===== config.mk =====
export PLATFORM = sky130hd
export DESIGN_NAME = gbk2u_ctrl
export DESIGN_NICKNAME = d
export VERILOG_FILES = /design/src/sv/gbk2u_pkg.sv /design/src/sv/gbk2u_ctrl.sv
export SDC_FILE = /design/constraint.sdc
export NUM_CORES = 1
export LEC_CHECK = 0
export ABC_CLOCK_PERIOD_IN_PS = 2340
export CAP_MARGIN = 20
export CORE_AREA = 2 2 39 41
export CTS_CLUSTER_SIZE = 20
export DETAILED_ROUTE_END_ITERATION = 16
export DIE_AREA = 0 0 41 43
export DONT_BUFFER_PORTS = 1
export MAX_ROUTING_LAYER = met4
export PLACE_DENSITY = 0.39
export REMOVE_ABC_BUFFERS = 1
export SLEW_MARGIN = 20
export SYNTH_ARGS = -nofsm -noshare
export SYNTH_HDL_FRONTEND = slang
export SYNTH_SLANG_ARGS = --single-unit

===== constraint.sdc =====
create_clock -name clk -period 2.34 [get_ports clk]
set_input_delay 0.117 -clock clk [delete_from_list [all_inputs] [get_ports clk]]
set_output_delay 0.117 -clock clk [all_outputs]
set_load 0.02 [all_outputs]

===== src/sv/gbk2u_pkg.sv =====
// Shared constants, field layout and control types for the GBK to UTF-8 transcoder.
// No dependencies; every other file except gbk2u_ram refers to it by scoped names.
package gbk2u_pkg;

  // Mapping store geometry
  localparam int TABLE_DEPTH = 8192;
  localparam int ADDR_W      = (TABLE_DEPTH > 1) ? $clog2(TABLE_DEPTH) : 1;
  localparam int CNT_W       = ADDR_W + 1;
  localparam int SUM_W       = CNT_W + 1;
  localparam int ENTRY_W     = 32;

  // Field widths
  localparam int CFG_W  = 14;
  localparam int IDX_W  = 13;
  localparam int CODE_W = 16;
  localparam int BYTE_W = 8;

  // Input tdata layout, lowest field first
  localparam int IDX_LSB  = 0;
  localparam int GBK_LSB  = IDX_LSB + IDX_W;
  localparam int UNI_LSB  = GBK_LSB + CODE_W;
  localparam int BYTE_LSB = UNI_LSB + CODE_W;
  localparam int IN_DATA_W = ((BYTE_LSB + BYTE_W + 7) / 8) * 8;

  // Item kinds carried in tuser
  localparam logic FUNC_LOAD = 1'b0;
  localparam logic FUNC_TEXT = 1'b1;

  // Byte classes
  localparam logic [7:0] ASCII_LIMIT = 8'h80;
  localparam logic [7:0] PAIR_LOW    = 8'hA1;
  localparam logic [7:0] PAIR_HIGH   = 8'hFE;

  // UTF-8 encoding
  localparam logic [15:0] ONE_BYTE_MAX = 16'h007F;
  localparam logic [15:0] TWO_BYTE_MAX = 16'h07FF;
  localparam logic [7:0]  LEAD2        = 8'hC0;
  localparam logic [7:0]  LEAD3        = 8'hE0;
  localparam logic [7:0]  CONT         = 8'h80;
  localparam logic [7:0]  BOX_B0       = 8'hE2;
  localparam logic [7:0]  BOX_B1       = 8'h96;
  localparam logic [7:0]  BOX_B2       = 8'hA1;

  typedef enum logic [3:0] {
    ST_IDLE   = 4'b0001,
    ST_SEARCH = 4'b0010,
    ST_ENCODE = 4'b0100,
    ST_EMIT   = 4'b1000
  } state_t;

  typedef struct packed {
    logic take;         // item accepted this cycle
    logic search_step;  // compare the probe just read and move the bounds
    logic encode;       // turn the found code point into output bytes
    logic pop;          // one output byte taken
  } cmd_t;

  typedef struct packed {
    logic need_search;  // accepted item starts a table search
    logic need_encode;  // accepted item pairs up but the search range is empty
    logic has_output;   // accepted item produces bytes at once
    logic search_done;  // probe matched or the range closed
    logic emit_last;    // byte on the output is the final one of its run
  } status_t;

endpackage


===== src/sv/gbk2u_ctrl.sv =====
// Controller state machine: sequences accept, table search, encode and byte output.
// Depends on gbk2u_pkg for the state, command and status types.
module gbk2u_ctrl (
  input  logic                clk,
  input  logic                rst_n,
  input  logic                in_tvalid,
  output logic                in_tready,
  output logic                out_tvalid,
  input  logic                out_tready,
  input  gbk2u_pkg::status_t  st,
  output gbk2u_pkg::cmd_t     cmd
);

  gbk2u_pkg::state_t state_r, state_nxt;

  always_comb begin
    in_tready       = (state_r == gbk2u_pkg::ST_IDLE);
    out_tvalid      = (state_r == gbk2u_pkg::ST_EMIT);
    cmd.take        = in_tready && in_tvalid;
    cmd.search_step = (state_r == gbk2u_pkg::ST_SEARCH);
    cmd.encode      = (state_r == gbk2u_pkg::ST_ENCODE);
    cmd.pop         = out_tvalid && out_tready;
  end

  always_comb begin
    state_nxt = state_r;
    unique case (state_r)
      gbk2u_pkg::ST_IDLE: begin
        if (cmd.take) begin
          priority if (st.need_search) state_nxt = gbk2u_pkg::ST_SEARCH;
          else if (st.need_encode)     state_nxt = gbk2u_pkg::ST_ENCODE;
          else if (st.has_output)      state_nxt = gbk2u_pkg::ST_EMIT;
          else                         state_nxt = gbk2u_pkg::ST_IDLE;
        end
      end
      gbk2u_pkg::ST_SEARCH: begin
        if (st.search_done) state_nxt = gbk2u_pkg::ST_ENCODE;
      end
      gbk2u_pkg::ST_ENCODE: begin
        state_nxt = gbk2u_pkg::ST_EMIT;
      end
      gbk2u_pkg::ST_EMIT: begin
        if (cmd.pop && st.emit_last) state_nxt = gbk2u_pkg::ST_IDLE;
      end
      default: state_nxt = gbk2u_pkg::ST_IDLE;
    endcase
  end

  always_ff @(posedge clk) begin
    if (!rst_n) begin
      state_r <= gbk2u_pkg::ST_IDLE;
    end else begin
      state_r <= state_nxt;
    end
  end

endmodule


==> out/metrics.yaml <==
crit_buf_inv: 0
r2r_end: "state_r[3]"
pin_count: 15
reg2reg_depth: 4
postSynthAreaPerCell_sq_um: 8.502
p_comb_share_pct: 26.7
slowest_stage: "nor4b_4"
port-buffer-count: 0
drt_pass1_iterations: 4
slew-limit-headroom_pct: 57.12
vias_per_cell: 5.373
diodes: 0
area_growth_pct: 15.47
worstPathCellList: "nor4b_4 -> and2_4"
final_util_pct: 27.67
synth_xor_area_share_pct: 0
cts_tree: "yes"
cts_made_buffers: 3
critical-path-top-delay-family: "simple AND/OR/NAND/NOR gates"
dp_hpwl_um: 638.9
initial_core_util_pct: 23.96
r2r_setup_slack_ns: 0.79
skew_ns: 0.003354
yosysSeqAreaShare_pct: 24.15
route.vias.total: 317
period_share_pct: 71.17
largest_reg_flops: 4
max_cap_violations: 0
drtAntennaViolNets: 0
avgRoutedWirePerCell_um: 14.10
rsz0062_at_grt: "false"
vdd_drop_max_mv: 0.2352
die_w_um: 41
nets: 54
fin_crit_ns: 1.665
holdPathStages: 1
clockRootBuffer: "clkbuf_4"
cpPeakStageDelay_ns: 0.52
syn_area_sq_um: 331.6
antenna_found_initial: 0
grt_max_degree: 11
path_clk_slew_ns: 0.04
post-place-cells: 55
power_frac_seq_pct: 37.0
crit_type: "flip-flop to primary output"
post_cts_buffers: 0
grt_usage_pct: 11.86
cts_sinks: 4
p_int_uw: 164.8
critPathLaunchType: "flip-flop"
grt_pass1_vias: 320
p_per_area_nw_per_um2: 633.9
power_switching_uw: 77.94
synthMuxAreaShare_pct: 0
swShare_pct: 32.11
synth_top_family_by_area: "simple AND/OR/NAND/NOR gates"
fin_cells: 59
gp_congestion: 0.7821
layout-drive-gt1-share_pct: 23.26
r2r_start: "state_r[0]"
regMostFlops: "state_r"
finalSetupTns_ns: 0
synth_compound_area_share_pct: 16.98
die-area_sq_um: 1763
synth_seq_cells: 4
h-tree-depth: 1
tightest_slew_ns: 0.6383
core-area_sq_um: 1384
worstPathArrival_ns: 1.55
drc: 0
place_worst_setup_slack_ns: 0.8002
die_h_um: 43
setup_viol: 0
top_regs: "state_r x4"
hold_end: "state_r[3]"
drv_slew: 0
routed_wl_um: 832
synth_adder_area_share_pct: 0
cts.path.max_buffers: 2
hp-class: "input port to flip-flop"
final.setup.worst_slack_ns: 0.6746
ys_types: 26
clockPowerShare_pct: 36.3
row_count: 14
fmax_mhz: 600.4
synth_simple_gate_area_share_pct: 52.83
globalRouteOverflowTotal: 0
clock_latency_ns: 0.24
synth_cells: 39
status: "complete, no violations"
cts_resized: 0
end_kind: "primary output"
grt_pass1_wl_mm: 1.331
power_leakage_uw: 0.0001360
yosysWarnings: 0
drt_iter0_markers: 9
hp-start: "rst_n"
final_hold_viol_count: 0
required_ns: 2.22
path_max_fanout: 10
## cells by family (layout without fill, tap and decap cells)
logic type             after synthesis  after routing
and+or+nand+nor                     24             24
buffers and inverters                3              7
DFF                                  4              4
AOI/OAI and AO/OA                    8              8
## how the worst max path moves through the flow
stage / from / to / slack, ns / depth (start not counted)
2_1_floorplan: state_r[3] / cmd[0] / 0.91 / 2
3_5_place_dp: state_r[0] / state_r[1] / 0.80 / 4
4_1_cts: state_r[0] / cmd[3] / 0.66 / 2
6_report: state_r[0] / cmd[3] / 0.67 / 2
5_1_grt: state_r[0] / cmd[3] / 0.59 / 2
3_3_place_gp: state_r[0] / state_r[1] / 0.83 / 4
## layer usage
layer | up-vias | global-route usage, % | share of wire (%)
met4 | 0 | 8.000 | 0
met5 | - | - | 0
li1 | 154 | - | -
met1 | 153 | 12.94 | 37
met3 | 0 | 3.665 | 7.6
met2 | 10 | 17.50 | 56
## cell usage after synthesis
cell	instances	area [sq um]
a311oi_1	1	8.760
buf_2	1	5.000
a31oi_1	1	6.260
nor4_1	1	6.260
o21ai_1	1	5.000
nand2_1	3	11.26
nor4bb_1	1	10.01
a21oi_1	1	5.000
nand3b_1	1	7.510
o31a_2	1	10.01
o21ai_0	1	5.000
nand2b_1	1	6.260
buf_6	1	11.26
nor3b_1	2	15.01
nor4b_4	1	23.77
o311ai_1	1	8.760
inv_1	1	3.750
nor3_1	2	10.01
nor4b_2	2	30.03
and2_4	1	8.760
dfxtp_1	4	80.08
o21a_1	1	7.510
nor2_1	5	18.77
and2b_1	1	7.510
or2b_1	1	7.510
and2_1	2	12.51
## layout make-up
cell class                 instances  area, sq um
timing repair buffer               3        25.02
sequential                         4        80.08
inverter                           1        3.754
multi-input combinational         32        231.5
fill                             155         1001
tap                               16        20.02
clock buffer                       3        22.52
## repair_timing
| item | in CTS | in global routing |
|---|---|---|
| endpoints found under the setup margin | 0 | 0 |
| endpoints found under the hold margin | 1 | 0 |
| hold buffers | 1 | 0 |
## through the flow
stage | hold slack (ns) | cell area [sq um] | power [uW]
after floorplan | 0.1954 | 315.3 | 142.8
after detailed placement | 0.2114 | 350.3 | 154.0
after global routing | 0.004875 | 382.9 | 256.5
after global placement | 0.2022 | 350.3 | 152.9
after CTS | 0.004807 | 382.9 | 246.1
final | 0.01105 | 382.9 | 242.7
## cell usage in the layout (no fill, tap or decap), drive strengths merged, types with 2 or more instances in the layout
cell type / instances
and2: 3
buf: 2
o21ai: 2
nor3: 2
clkbuf: 3
nor2: 5
nor3b: 2
nand2: 3
nor4b: 3
dfxtp: 4
## worst reg2reg max path, stage by stage (launching register included)
cell and delay (ns):
dfxtp_1 0.51, nor4b_4 0.52, a31oi_1 0.19, o21ai_1 0.14, and2_1 0.13
## power groups by stage
stage	Clock (uW)	Sequential, uW	Combinational (uW)
2_1_floorplan	0	87.2	55.6
3_3_place_gp	0	90.0	62.9
3_5_place_dp	0	91.0	63.0
4_1_cts	90.9	89.8	65.4
5_1_grt	94.1	91.3	71.1
6_report	88.2	89.8	64.7
(Power assumes the default switching activity.)
